==> config.mk <==
export PLATFORM = sky130hd
export DESIGN_NAME = bwt_block_encoder
export DESIGN_NICKNAME = d
export VERILOG_FILES = /design/src/hw/rtl/bwt_pkg.sv /design/src/hw/rtl/bwt_ram.sv /design/src/hw/rtl/bwt_suffix_cmp.sv /design/src/hw/rtl/bwt_block_encoder.sv
export SDC_FILE = /design/constraint.sdc
export NUM_CORES = 1
export LEC_CHECK = 0
export BUFFER_PORTS_ARGS = -buffer_cell sky130_fd_sc_hd__buf_2
export CAP_MARGIN = 20
export CORE_MARGIN = 4
export CORE_UTILIZATION = 65
export CTS_CLUSTER_DIAMETER = 60
export DETAILED_ROUTE_END_ITERATION = 6
export PLACE_DENSITY = 0.81
export SLEW_MARGIN = 10
export SYNTH_ARGS = -nofsm -noshare
export SYNTH_HDL_FRONTEND = slang
export SYNTH_SLANG_ARGS = --single-unit
export TNS_END_PERCENT = 20
==> constraint.sdc <==
create_clock -name clk -period 5.75 [get_ports clk]
set_input_delay 0.575 -clock clk [delete_from_list [all_inputs] [get_ports clk]]
set_output_delay 0.575 -clock clk [all_outputs]
set_load 0.05 [all_outputs]
==> src/hw/rtl/bwt_pkg.sv <==
// shared constants, types and state encodings for the block sorting transform
// no dependencies; imported by bwt_suffix_cmp and bwt_block_encoder
package bwt_pkg;

  localparam int BLOCK_MAX = 64;
  localparam int ADDR_W    = $clog2(BLOCK_MAX);
  localparam int CNT_W     = ADDR_W + 1;
  localparam int BYTE_W    = 8;

  typedef logic [ADDR_W-1:0] pos_t;
  typedef logic [CNT_W-1:0]  cnt_t;
  typedef logic [BYTE_W-1:0] byte_t;

  typedef enum logic [1:0] {
    C_IDLE,
    C_RD,
    C_EV
  } cmp_state_t;

  typedef enum logic [2:0] {
    S_FILL,
    S_CMP_START,
    S_CMP_WAIT,
    S_STORE,
    S_OUT_ADDR,
    S_OUT_POS,
    S_OUT_TEXT,
    S_OUT_HOLD
  } seq_state_t;

  typedef struct packed {
    logic start;
    pos_t a;
    pos_t b;
    cnt_t n;
  } cmp_req_t;

  typedef struct packed {
    logic busy;
    logic done;
    logic less;
  } cmp_rsp_t;

endpackage

==> src/hw/rtl/bwt_ram.sv <==
// generic simple dual port ram, one write port and one registered read port
// no dependencies
module bwt_ram #(
  parameter int WIDTH = 8,
  parameter int DEPTH = 64
) (
  input  logic                     clk,
  input  logic                     we,
  input  logic [$clog2(DEPTH)-1:0] waddr,
  input  logic [WIDTH-1:0]         wdata,
  input  logic [$clog2(DEPTH)-1:0] raddr,
  output logic [WIDTH-1:0]         rdata
);

  logic [WIDTH-1:0] mem [DEPTH];
  logic [WIDTH-1:0] rdata_r;

  always_ff @(posedge clk) begin
    if (we) begin
      mem[waddr] <= wdata;
    end
    rdata_r <= mem[raddr];
  end

  assign rdata = rdata_r;

endmodule

==> src/hw/rtl/bwt_suffix_cmp.sv <==
// suffix compare unit: walks two suffixes one byte pair per step
// depends on bwt_pkg; reads the text through two external ram read ports
module bwt_suffix_cmp
  import bwt_pkg::*;
(
  input  logic     clk,
  input  logic     rst_n,
  input  cmp_req_t req,
  output cmp_rsp_t rsp,
  output pos_t     rd_a,
  output pos_t     rd_b,
  input  byte_t    data_a,
  input  byte_t    data_b
);

  cmp_state_t state_r, state_nxt;
  cnt_t       pa_r, pa_nxt;
  cnt_t       pb_r, pb_nxt;
  cnt_t       n_r, n_nxt;

  always_ff @(posedge clk) begin
    if (!rst_n) begin
      state_r <= C_IDLE;
    end else begin
      state_r <= state_nxt;
    end
    pa_r <= pa_nxt;
    pb_r <= pb_nxt;
    n_r  <= n_nxt;
  end

  always_comb begin
    state_nxt = state_r;
    pa_nxt    = pa_r;
    pb_nxt    = pb_r;
    n_nxt     = n_r;
    rsp.busy  = (state_r != C_IDLE);
    rsp.done  = 1'b0;
    rsp.less  = 1'b0;
    rd_a      = pa_r[ADDR_W-1:0];
    rd_b      = pb_r[ADDR_W-1:0];
    unique case (state_r)
      C_IDLE: begin
        if (req.start) begin
          pa_nxt    = {1'b0, req.a};
          pb_nxt    = {1'b0, req.b};
          n_nxt     = req.n;
          state_nxt = C_RD;
        end
      end
      C_RD: begin
        // running off the block end makes that suffix the smaller one
        if (pa_r >= n_r || pb_r >= n_r) begin
          rsp.done  = 1'b1;
          rsp.less  = (pa_r >= n_r);
          state_nxt = C_IDLE;
        end else begin
          state_nxt = C_EV;
        end
      end
      C_EV: begin
        if (data_a != data_b) begin
          rsp.done  = 1'b1;
          rsp.less  = (data_a < data_b);
          state_nxt = C_IDLE;
        end else begin
          pa_nxt    = pa_r + cnt_t'(1);
          pb_nxt    = pb_r + cnt_t'(1);
          state_nxt = C_RD;
        end
      end
      default: state_nxt = C_IDLE;
    endcase
  end

endmodule

==> src/hw/rtl/bwt_block_encoder.sv <==
// Block sorting transform encoder. Bytes are taken one per cycle while in_ready is high, up to
// 64 per block; a byte with in_block_end set, or the 64th byte, closes the block and in_ready
// drops until every result of that block has been transferred. Each suffix is ranked by
// comparing it with every other suffix in one shared compare unit that reads the text through
// two ram read ports, one byte pair per step until the bytes differ or a suffix runs out. Each
// result then reads the rank table, then the text at the cyclic predecessor of that position,
// and is held on the output until out_ready takes it. No clearing pass is needed after reset.
// depends on bwt_pkg, bwt_ram and bwt_suffix_cmp
module bwt_block_encoder
  import bwt_pkg::*;
(
  input  logic  clk,
  input  logic  rst_n,
  input  logic  in_valid,
  output logic  in_ready,
  input  byte_t in_data_byte,
  input  logic  in_block_end,
  output logic  out_valid,
  input  logic  out_ready,
  output byte_t out_byte,
  output logic  out_last
);

  seq_state_t state_r, state_nxt;
  cnt_t       fill_r, fill_nxt;
  cnt_t       n_r, n_nxt;
  cnt_t       i_r, i_nxt;
  cnt_t       j_r, j_nxt;
  pos_t       rank_r, rank_nxt;
  cnt_t       k_r, k_nxt;
  logic       out_valid_r, out_valid_nxt;
  byte_t      out_byte_r, out_byte_nxt;
  logic       out_last_r, out_last_nxt;

  cmp_req_t cmp_req;
  cmp_rsp_t cmp_rsp;
  pos_t     cmp_rd_a, cmp_rd_b;

  logic  text_we;
  pos_t  text_raddr_a;
  byte_t text_rdata_a, text_rdata_b;
  logic  sorted_we;
  pos_t  sorted_rdata;
  pos_t  prev_pos;
  logic  in_xfer;

  assign in_xfer = in_valid && in_ready;
  assign text_we = in_xfer;

  bwt_ram #(.WIDTH(BYTE_W), .DEPTH(BLOCK_MAX)) u_text_a (
    .clk  (clk),
    .we   (text_we),
    .waddr(fill_r[ADDR_W-1:0]),
    .wdata(in_data_byte),
    .raddr(text_raddr_a),
    .rdata(text_rdata_a)
  );

  bwt_ram #(.WIDTH(BYTE_W), .DEPTH(BLOCK_MAX)) u_text_b (
    .clk  (clk),
    .we   (text_we),
    .waddr(fill_r[ADDR_W-1:0]),
    .wdata(in_data_byte),
    .raddr(cmp_rd_b),
    .rdata(text_rdata_b)
  );

  bwt_ram #(.WIDTH(ADDR_W), .DEPTH(BLOCK_MAX)) u_sorted (
    .clk  (clk),
    .we   (sorted_we),
    .waddr(rank_r),
    .wdata(i_r[ADDR_W-1:0]),
    .raddr(k_r[ADDR_W-1:0]),
    .rdata(sorted_rdata)
  );

  bwt_suffix_cmp u_cmp (
    .clk   (clk),
    .rst_n (rst_n),
    .req   (cmp_req),
    .rsp   (cmp_rsp),
    .rd_a  (cmp_rd_a),
    .rd_b  (cmp_rd_b),
    .data_a(text_rdata_a),
    .data_b(text_rdata_b)
  );

  // cyclic predecessor of the sorted position
  assign prev_pos = (sorted_rdata == '0) ? pos_t'(n_r - cnt_t'(1)) : (sorted_rdata - pos_t'(1));
  assign text_raddr_a = (state_r == S_OUT_POS) ? prev_pos : cmp_rd_a;

  always_ff @(posedge clk) begin
    if (!rst_n) begin
      state_r     <= S_FILL;
      fill_r      <= '0;
      out_valid_r <= 1'b0;
    end else begin
      state_r     <= state_nxt;
      fill_r      <= fill_nxt;
      out_valid_r <= out_valid_nxt;
    end
    n_r        <= n_nxt;
    i_r        <= i_nxt;
    j_r        <= j_nxt;
    rank_r     <= rank_nxt;
    k_r        <= k_nxt;
    out_byte_r <= out_byte_nxt;
    out_last_r <= out_last_nxt;
  end

  always_comb begin
    state_nxt     = state_r;
    fill_nxt      = fill_r;
    n_nxt         = n_r;
    i_nxt         = i_r;
    j_nxt         = j_r;
    rank_nxt      = rank_r;
    k_nxt         = k_r;
    out_valid_nxt = out_valid_r;
    out_byte_nxt  = out_byte_r;
    out_last_nxt  = out_last_r;
    in_ready      = 1'b0;
    sorted_we     = 1'b0;
    cmp_req.start = 1'b0;
    cmp_req.a     = j_r[ADDR_W-1:0];
    cmp_req.b     = i_r[ADDR_W-1:0];
    cmp_req.n     = n_r;
    unique case (state_r)
      S_FILL: begin
        in_ready = 1'b1;
        if (in_valid) begin
          if (in_block_end || (fill_r + cnt_t'(1)) == cnt_t'(BLOCK_MAX)) begin
            n_nxt     = fill_r + cnt_t'(1);
            fill_nxt  = '0;
            i_nxt     = '0;
            j_nxt     = '0;
            rank_nxt  = '0;
            state_nxt = S_CMP_START;
          end else begin
            fill_nxt = fill_r + cnt_t'(1);
          end
        end
      end
      S_CMP_START: begin
        if (j_r == n_r) begin
          state_nxt = S_STORE;
        end else if (j_r == i_r) begin
          j_nxt = j_r + cnt_t'(1);
        end else begin
          cmp_req.start = 1'b1;
          state_nxt     = S_CMP_WAIT;
        end
      end
      S_CMP_WAIT: begin
        if (cmp_rsp.done) begin
          if (cmp_rsp.less) begin
            rank_nxt = rank_r + pos_t'(1);
          end
          j_nxt     = j_r + cnt_t'(1);
          state_nxt = S_CMP_START;
        end
      end
      S_STORE: begin
        sorted_we = 1'b1;
        i_nxt     = i_r + cnt_t'(1);
        j_nxt     = '0;
        rank_nxt  = '0;
        if ((i_r + cnt_t'(1)) == n_r) begin
          k_nxt     = '0;
          state_nxt = S_OUT_ADDR;
        end else begin
          state_nxt = S_CMP_START;
        end
      end
      S_OUT_ADDR: begin
        state_nxt = S_OUT_POS;
      end
      S_OUT_POS: begin
        state_nxt = S_OUT_TEXT;
      end
      S_OUT_TEXT: begin
        out_byte_nxt  = text_rdata_a;
        out_last_nxt  = ((k_r + cnt_t'(1)) == n_r);
        out_valid_nxt = 1'b1;
        state_nxt     = S_OUT_HOLD;
      end
      S_OUT_HOLD: begin
        if (out_ready) begin
          out_valid_nxt = 1'b0;
          k_nxt         = k_r + cnt_t'(1);
          state_nxt     = out_last_r ? S_FILL : S_OUT_ADDR;
        end
      end
      default: state_nxt = S_FILL;
    endcase
  end

  assign out_valid = out_valid_r;
  assign out_byte  = out_byte_r;
  assign out_last  = out_last_r;

  // input side and result side never open together
  a_no_overlap: assert property (@(posedge clk) disable iff (!rst_n)
    !(in_ready && out_valid))
    else $error("input and result side open together");

  // the compare unit is only started when free
  a_cmp_free: assert property (@(posedge clk) disable iff (!rst_n)
    cmp_req.start |-> !cmp_rsp.busy)
    else $error("compare started while busy");

  // a rank always lies inside the block
  a_rank_range: assert property (@(posedge clk) disable iff (!rst_n)
    (state_r == S_STORE) |-> ({1'b0, rank_r} < n_r))
    else $error("rank outside block");

  // the last result of a block sends the sequencer back to collecting
  a_last_done: assert property (@(posedge clk) disable iff (!rst_n)
    (out_valid && out_ready && out_last) |=> (state_r == S_FILL && fill_r == '0))
    else $error("block not closed after last result");

endmodule

== Word level (Yosys, flattened, before mapping) ==
Memory sizes are Yosys's and may differ from the RTL's. A register that Yosys moved wholly into a read port is not among the register bits.
Index checks and enable logic that the tools add are counted.

* Logic and storage cells: 128
* Latch bits: 0
* Memories kept: 3
* Register bits after elaboration: 77
* Memory bits (writable): 1,408
* Output and inout bits: 11
* ROM bits: 0

{| class="wikitable"
|+ Memories
! name !! words !! bits a word !! read ports !! clocked after memory_dff !! wr ports !! line !! source
|-
| u_text_a.mem || 64 || 8 || 1 || 1 || 1 || bwt_ram.sv:15 || <nowiki>logic [WIDTH-1:0] mem [DEPTH];</nowiki>
|-
| u_text_b.mem || 64 || 8 || 1 || 1 || 1 || bwt_ram.sv:15 ||
|-
| u_sorted.mem || 64 || 6 || 1 || 1 || 1 || bwt_ram.sv:15 ||
|}

* Order comparisons: 3
* Divide/modulo/power cells: 0
* Equality and inequality tests: 26
* Shifts and indexed selects: 0
* Bitwise gates (word level): 0
* $mul: 0
* Reduce and logical (&&, ||, !) cells: 22
* $add $sub $neg: 9
* Muxes and demuxes: 51

{| class="wikitable"
|+ Operator list
! cell !! count
|-
| 7-bit two-way mux || 12
|-
| 7-bit case mux with 2 select lines || 4
|-
| 7-bit by 1-bit adder with 7-bit output (second input constant) || 6
|-
| 6-bit two-way mux || 6
|-
| 7-bit == test || 4
|-
| 7-bit case mux with 4 select lines || 1
|-
| 3-bit two-way mux || 8
|-
| 3-bit case mux with 8 select lines || 1
|-
| 2-bit inequality test (second input constant) || 10
|-
| 6-bit case mux with 3 select lines || 1
|-
| 7-bit greater-or-equal comparator || 2
|-
| 3-bit == test (second input constant) || 4
|-
| 3-bit AND reduction || 4
|-
| 6-bit by 1-bit subtractor with 6-bit output (second input constant) || 2
|-
| 1-bit two-way mux || 11
|-
| 5-bit AND reduction || 2
|-
| 8-bit < comparator || 1
|-
| 2-bit two-way mux || 4
|-
| 8-bit inequality test || 1
|-
| 2-bit nonzero test || 4
|-
| 7-bit == test (second input constant) || 1
|-
| 6-bit by 1-bit adder with 6-bit output (second input constant) || 1
|-
| 3-bit by 2-bit == test with 1-bit output (second input constant) || 2
|-
| 6-bit zero test || 1
|-
| 15 further kinds || 18
|}

== Longest topological paths before layout ==
* Depth after elaboration: 7
* Mapped depth: 14
* Gate-level depth less buffers: 12

== By module ==
A second synthesis with hierarchy kept.

* Cell total of the unflattened synthesis: 3,077
* Area total of the unflattened synthesis: 60,392.9 um^2

{| class="wikitable"
|+ By module, submodules not included
! module !! cells an instance !! area an instance (um^2) !! sequential area each (um^2) !! instances
|-
| bwt_ram at u_text_a ... || 940 || 20,166.8 || 15,534.9 || 2
|-
| bwt_ram at u_sorted || 720 || 15,225.9 || 11,651.2 || 1
|-
| bwt_block_encoder || 302 || 3,070.4 || 1,511.4 || 1
|-
| bwt_suffix_cmp || 175 || 1,762.9 || 670.6 || 1
|}

== Worst setup path after synthesis ==
Ideal clock, no wire load.

* Path kind: flip-flop to flip-flop
* From: register u_cmp.pb_r[0]
* To: register rank_r[0] (enable)
* Buffers on the path: 4
* Cell stages (with the launch flop): 15
* Slack: 2.035 ns
* Clock period less this slack: 3.715 ns
* Library setup time: 0.377 ns
* Data arrival time: 3.338 ns
* Cell sequence: edfxtp_1 -> clkbuf_1 -> buf_2 -> buf_1 -> clkbuf_1 -> inv_1 -> ha_1 -> nand2b_1 -> a21o_1 -> a21oi_1 -> o21ai_0 -> o211ai_1 -> a22oi_1 -> nand2b_1 -> nor3_1

* Longest elaborated chain between the ends: 6
* Elaborated cells between the ends (all ways): 7

{| class="wikitable"
|+ RTL lines
! what !! line !! source
|-
| start: declaration || bwt_suffix_cmp.sv:18 || <nowiki>cnt_t pb_r, pb_nxt;</nowiki>
|-
| start signal: assignment || bwt_suffix_cmp.sv:28 || <nowiki>pb_r <= pb_nxt;</nowiki>
|-
| 7-bit greater-or-equal comparator (*) || bwt_suffix_cmp.sv:53 || <nowiki>if (pa_r >= n_r || pb_r >= n_r) begin</nowiki>
|-
| 1-bit logical OR (*) || bwt_suffix_cmp.sv:53 ||
|-
| 2-bit two-way mux (*) || bwt_suffix_cmp.sv:53 ||
|-
| 2-bit case mux with 2 select lines (*) || bwt_suffix_cmp.sv:42 || <nowiki>unique case (state_r)</nowiki>
|-
| 2-bit inequality test (no source line) || n/a ||
|-
| 5-bit AND reduction (no source line) (*) || n/a ||
|-
| end signal: assignment || bwt_block_encoder.sv:105 || <nowiki>rank_r <= rank_nxt;</nowiki>
|-
| end: declaration || bwt_block_encoder.sv:29 || <nowiki>pos_t rank_r, rank_nxt;</nowiki>
|}

Every way passes the cells marked *; elsewhere a longest branch is shown, timed or not.
A chain may end at the register's enable or synchronous reset.

== Worst setup path in the final report ==
* From: register u_sorted.rdata_r[2], in the netlist u_sorted.rdata[2], read port of u_sorted.mem
* To: register u_text_a.rdata_r[2], in the netlist u_text_a.rdata[2], read port of u_text_a.mem

* Longest elaborated chain between the ends: 3
* Elaborated cells between the ends (all ways): 4

{| class="wikitable"
|+ RTL lines
! what !! line !! source
|-
| start: declaration || bwt_ram.sv:16 || <nowiki>logic [WIDTH-1:0] rdata_r;</nowiki>
|-
| 6-bit by 1-bit subtractor with 6-bit output / 6-bit zero test (equally long branches) || bwt_block_encoder.sv:89 || <nowiki>assign prev_pos = (sorted_rdata == '0) ? pos_t'(n_r - cnt_t'(1)) : (sorted_rdata - pos_t'(1));</nowiki>
|-
| 6-bit two-way mux (*) || bwt_block_encoder.sv:89 ||
|-
| 6-bit two-way mux (*) || bwt_block_encoder.sv:90 || <nowiki>assign text_raddr_a = (state_r == S_OUT_POS) ? prev_pos : cmp_rd_a;</nowiki>
|-
| end: declaration || bwt_ram.sv:16 ||
|}

Marks and branches as above.

==> impl_metrics.toml <==
[detailed_routing]
remaining_drc_errors = 0
viasPerCell = 7.238
wl_per_cell_um = 32.28
postRouteAntennaNets = 0
num_vias = 25290
firstDrtPassIters = 7
wirelength_um = 112800
drt-initial-drc-count = 3714

[power_and_ir_drop]
p_int_w = 0.01473
pwr-share-comb_pct = 29.9
power.density_nw_per_um2 = 438.8
switching_power_w = 0.006640
p_clk_share_pct = 28.8
p_leak_nw = 15.19
ir_drop_uv = 350.6
seqPwrFrac_pct = 41.3
switching_share_pct = 31.07

[synth]
yosysWarnings = 0
synth_most_common_cell = "edfxtp_1"
synth_flop_cell = "edfxtp_1"
syn_avg_cell_area_um2 = 17.54
synth_edf_count = 960
synth_nets = 2596
synthTopCellsByArea = "edfxtp_1, mux4_2, mux2i_1"
synthDistinctLibCells = 66
synth_common_cells = "edfxtp_1, mux4_2, nor2_1"
postSynth.asyncResetShare_pct = 0
syn_area_um2 = 44700
syn_inst = 2549
ys_seq_elements = 995
synth.top_cell.area_share_pct = 64.49
synth_top_area_cell = "edfxtp_1"
ys_seq_area_share_pct = 66.06

[global_routing]
grt_max_degree = 149
grt_pass1_vias = 25630
grt_pass1_wl_um = 168300
grt_usage_pct = 31.02
grt-ovfl-total = 0
antenna_found_initial = 0

[clock_network]
cts_sinks = 995
clk_latency_ns = 0.65
postCtsSetupBuffers = 0
post_cts_resized = 0
cts_buffers = 96
htreeDepth = 3
cts.path.max_buffers = 3
root_buffer = "clkbuf_16"
hold_buffers = 0
clk_pin_slew_worst_paths_ns = 0.06
cts_tree = "yes"

[finish]
nNetsFinal = 2594
multi_input_area_um2 = 14340
fin_util_pct = 72.02
seqCellArea_um2 = 29530
area_growth_pct = 8.966
num_antenna_cells = 0
fillers = 3867
layout-drive-gt1-share_pct = 22.28

[sta]
period_needed_ns = 4.381
maxSlewViolCount = 0
tns_ns = 0
rsz0062_at_grt = "no"
finClkSkew_ns = 0.01503
max_slew_margin_pct = 23.34
hold_viol_final = 0
tightest_slew_ns = 1.146
setup_viol = 0
fin_crit_sh_pct = 76.19
fmax_mhz = 228.3

[setup_path]
crit_fanout = 20
crit_type = "flip-flop to flip-flop"
start_kind = "flip-flop"
crit_arrival_ns = 4.88
cp.required_ns = 6.25
endpoint_kind = "flip-flop"

[run_status]
status = "completed"

[die]
die-area_um2 = 73030
dieWidth_um = 270.2
die_y_um = 270.2
ioPinCount = 24
rows = 95
initial_core_util_pct = 66.09
coreArea_um2 = 67630

[placed_design]
dp_hpwl_um = 69390
gp_congestion = 0.9410
port_buffers = 23

[worst_hold_path]
worstHoldPathType = "input port to flip-flop"

[flow_run]
maxCapViolations = 0
[registers in the layout, summed over array words and instances, names as in the netlist, 6 cells and up]
register	cells
fill_r	7
i_r	7
j_r	7
k_r	7
n_r	7
out_byte	8
rank_r	6
u_cmp.n_r	7
u_cmp.pa_r	7
u_cmp.pb_r	7
u_sorted.mem	384
u_sorted.rdata	6
u_text_a.mem	232
u_text_a.rdata	8
u_text_b.mem	280
u_text_b.rdata	8
[stage by stage]
stage          setup WS, ns  cells  hold slack [ns]  total power [W]  instance area [µm²]
6_report              1.369   3494           0.3186          0.02137                48710
2_1_floorplan         2.035   2549           0.4082          0.01329                44700
3_3_place_gp          1.516   3312           0.4744          0.01504                45520
4_1_cts               1.400   3484           0.2791          0.02130                48550
3_5_place_dp          1.438   3312           0.4766          0.01520                45520
5_1_grt               1.108   3494           0.3019          0.02209                48710
[cell type report]
cell class / instances / share of cell area (%)
clock inverters: 47 / 0.8760
well taps: 873 / 2.243
multi-input cells: 1357 / 29.45
inverters: 28 / 0.2158
clock buffers: 125 / 5.351
flip-flops and latches: 995 / 60.62
repair buffers: 69 / 1.243
[logic make-up after synthesis]
| logic type | share of synthesized area (%) |
|---|---|
| compound gates | 3.709 |
| xor+xnor | 1.234 |
| fa+ha+maj | 0.9517 |
| buf+inv | 1.954 |
| flops | 66.06 |
| mux | 21.07 |
| simple gates | 5.025 |
[power groups by stage]
stage	logic (W)	registers [W]	clock network, W
finish	0.00639	0.00883	0.00615
CTS	0.00630	0.00882	0.00618
global placement	0.00609	0.00895	0
global route	0.00672	0.00885	0.00652
floorplan	0.00445	0.00884	0
detailed placement	0.00622	0.00897	0
[placed cells by master, fill, tap and decap left out, types with 13 or more instances in the layout]
cell	Yosys	final
edfxtp_1	960	960
mux4_2	337	337
nor2_1	249	249
mux2i_1	151	150
nand2_1	107	107
clkbuf_16	0	100
a21oi_1	62	60
o21ai_0	42	41
nand3_1	41	41
dfxtp_1	35	35
ha_1	34	34
buf_4	5	34
xor2_1	32	32
xnor2_1	31	31
o22ai_1	29	29
inv_1	28	28
o221ai_1	24	24
clkbuf_1	89	24
mux2_2	21	21
buf_2	26	21
nor2b_1	18	18
clkinv_2	0	17
clkinv_1	0	16
a22oi_1	13	13
[worst paths after layout]
| check | slack (ns) | endpoint | startpoint | depth (start not counted) |
|---|---|---|---|---|
| max | 1.37 | u_text_a.rdata[2]$_DFF_P_ | u_sorted.rdata[2]$_DFF_P_ | 13 |
| min | 0.32 | u_text_b.mem[62][5]$_DFFE_PP_ | in_data_byte[5] | 1 |
| max reg2reg | 1.37 | u_text_a.rdata[2]$_DFF_P_ | u_sorted.rdata[2]$_DFF_P_ | 13 |
| min reg2reg | 0.48 | out_valid$_SDFFE_PN0P_ | out_valid$_SDFFE_PN0P_ | 2 |
[worst max-delay path: stages, from the launching register on]
cell and delay [ns]:
dfxtp_1 0.47, nor4_4 0.08, a31oi_1 0.45, ha_1 0.32, nor3b_1 0.35, o31ai_1 0.19
a211oi_4 0.25, buf_4 0.37, a21boi_1 0.12, buf_4 0.23, nor2_1 0.46, nand2_1 0.39
o21ai_1 0.48, a311oi_2 0.07
[layer usage]
layer | global-route usage, % | wire length, µm | vias up
li1 | - | - | 10340
met1 | 41.72 | 39670 | 12920
met2 | 50.03 | 55810 | 1708
met3 | 6.840 | 11510 | 320
met4 | 13.32 | 5803 | 0
met5 | 0 | 0 | -
No activity file was read; power rests on OpenSTA's default activity.
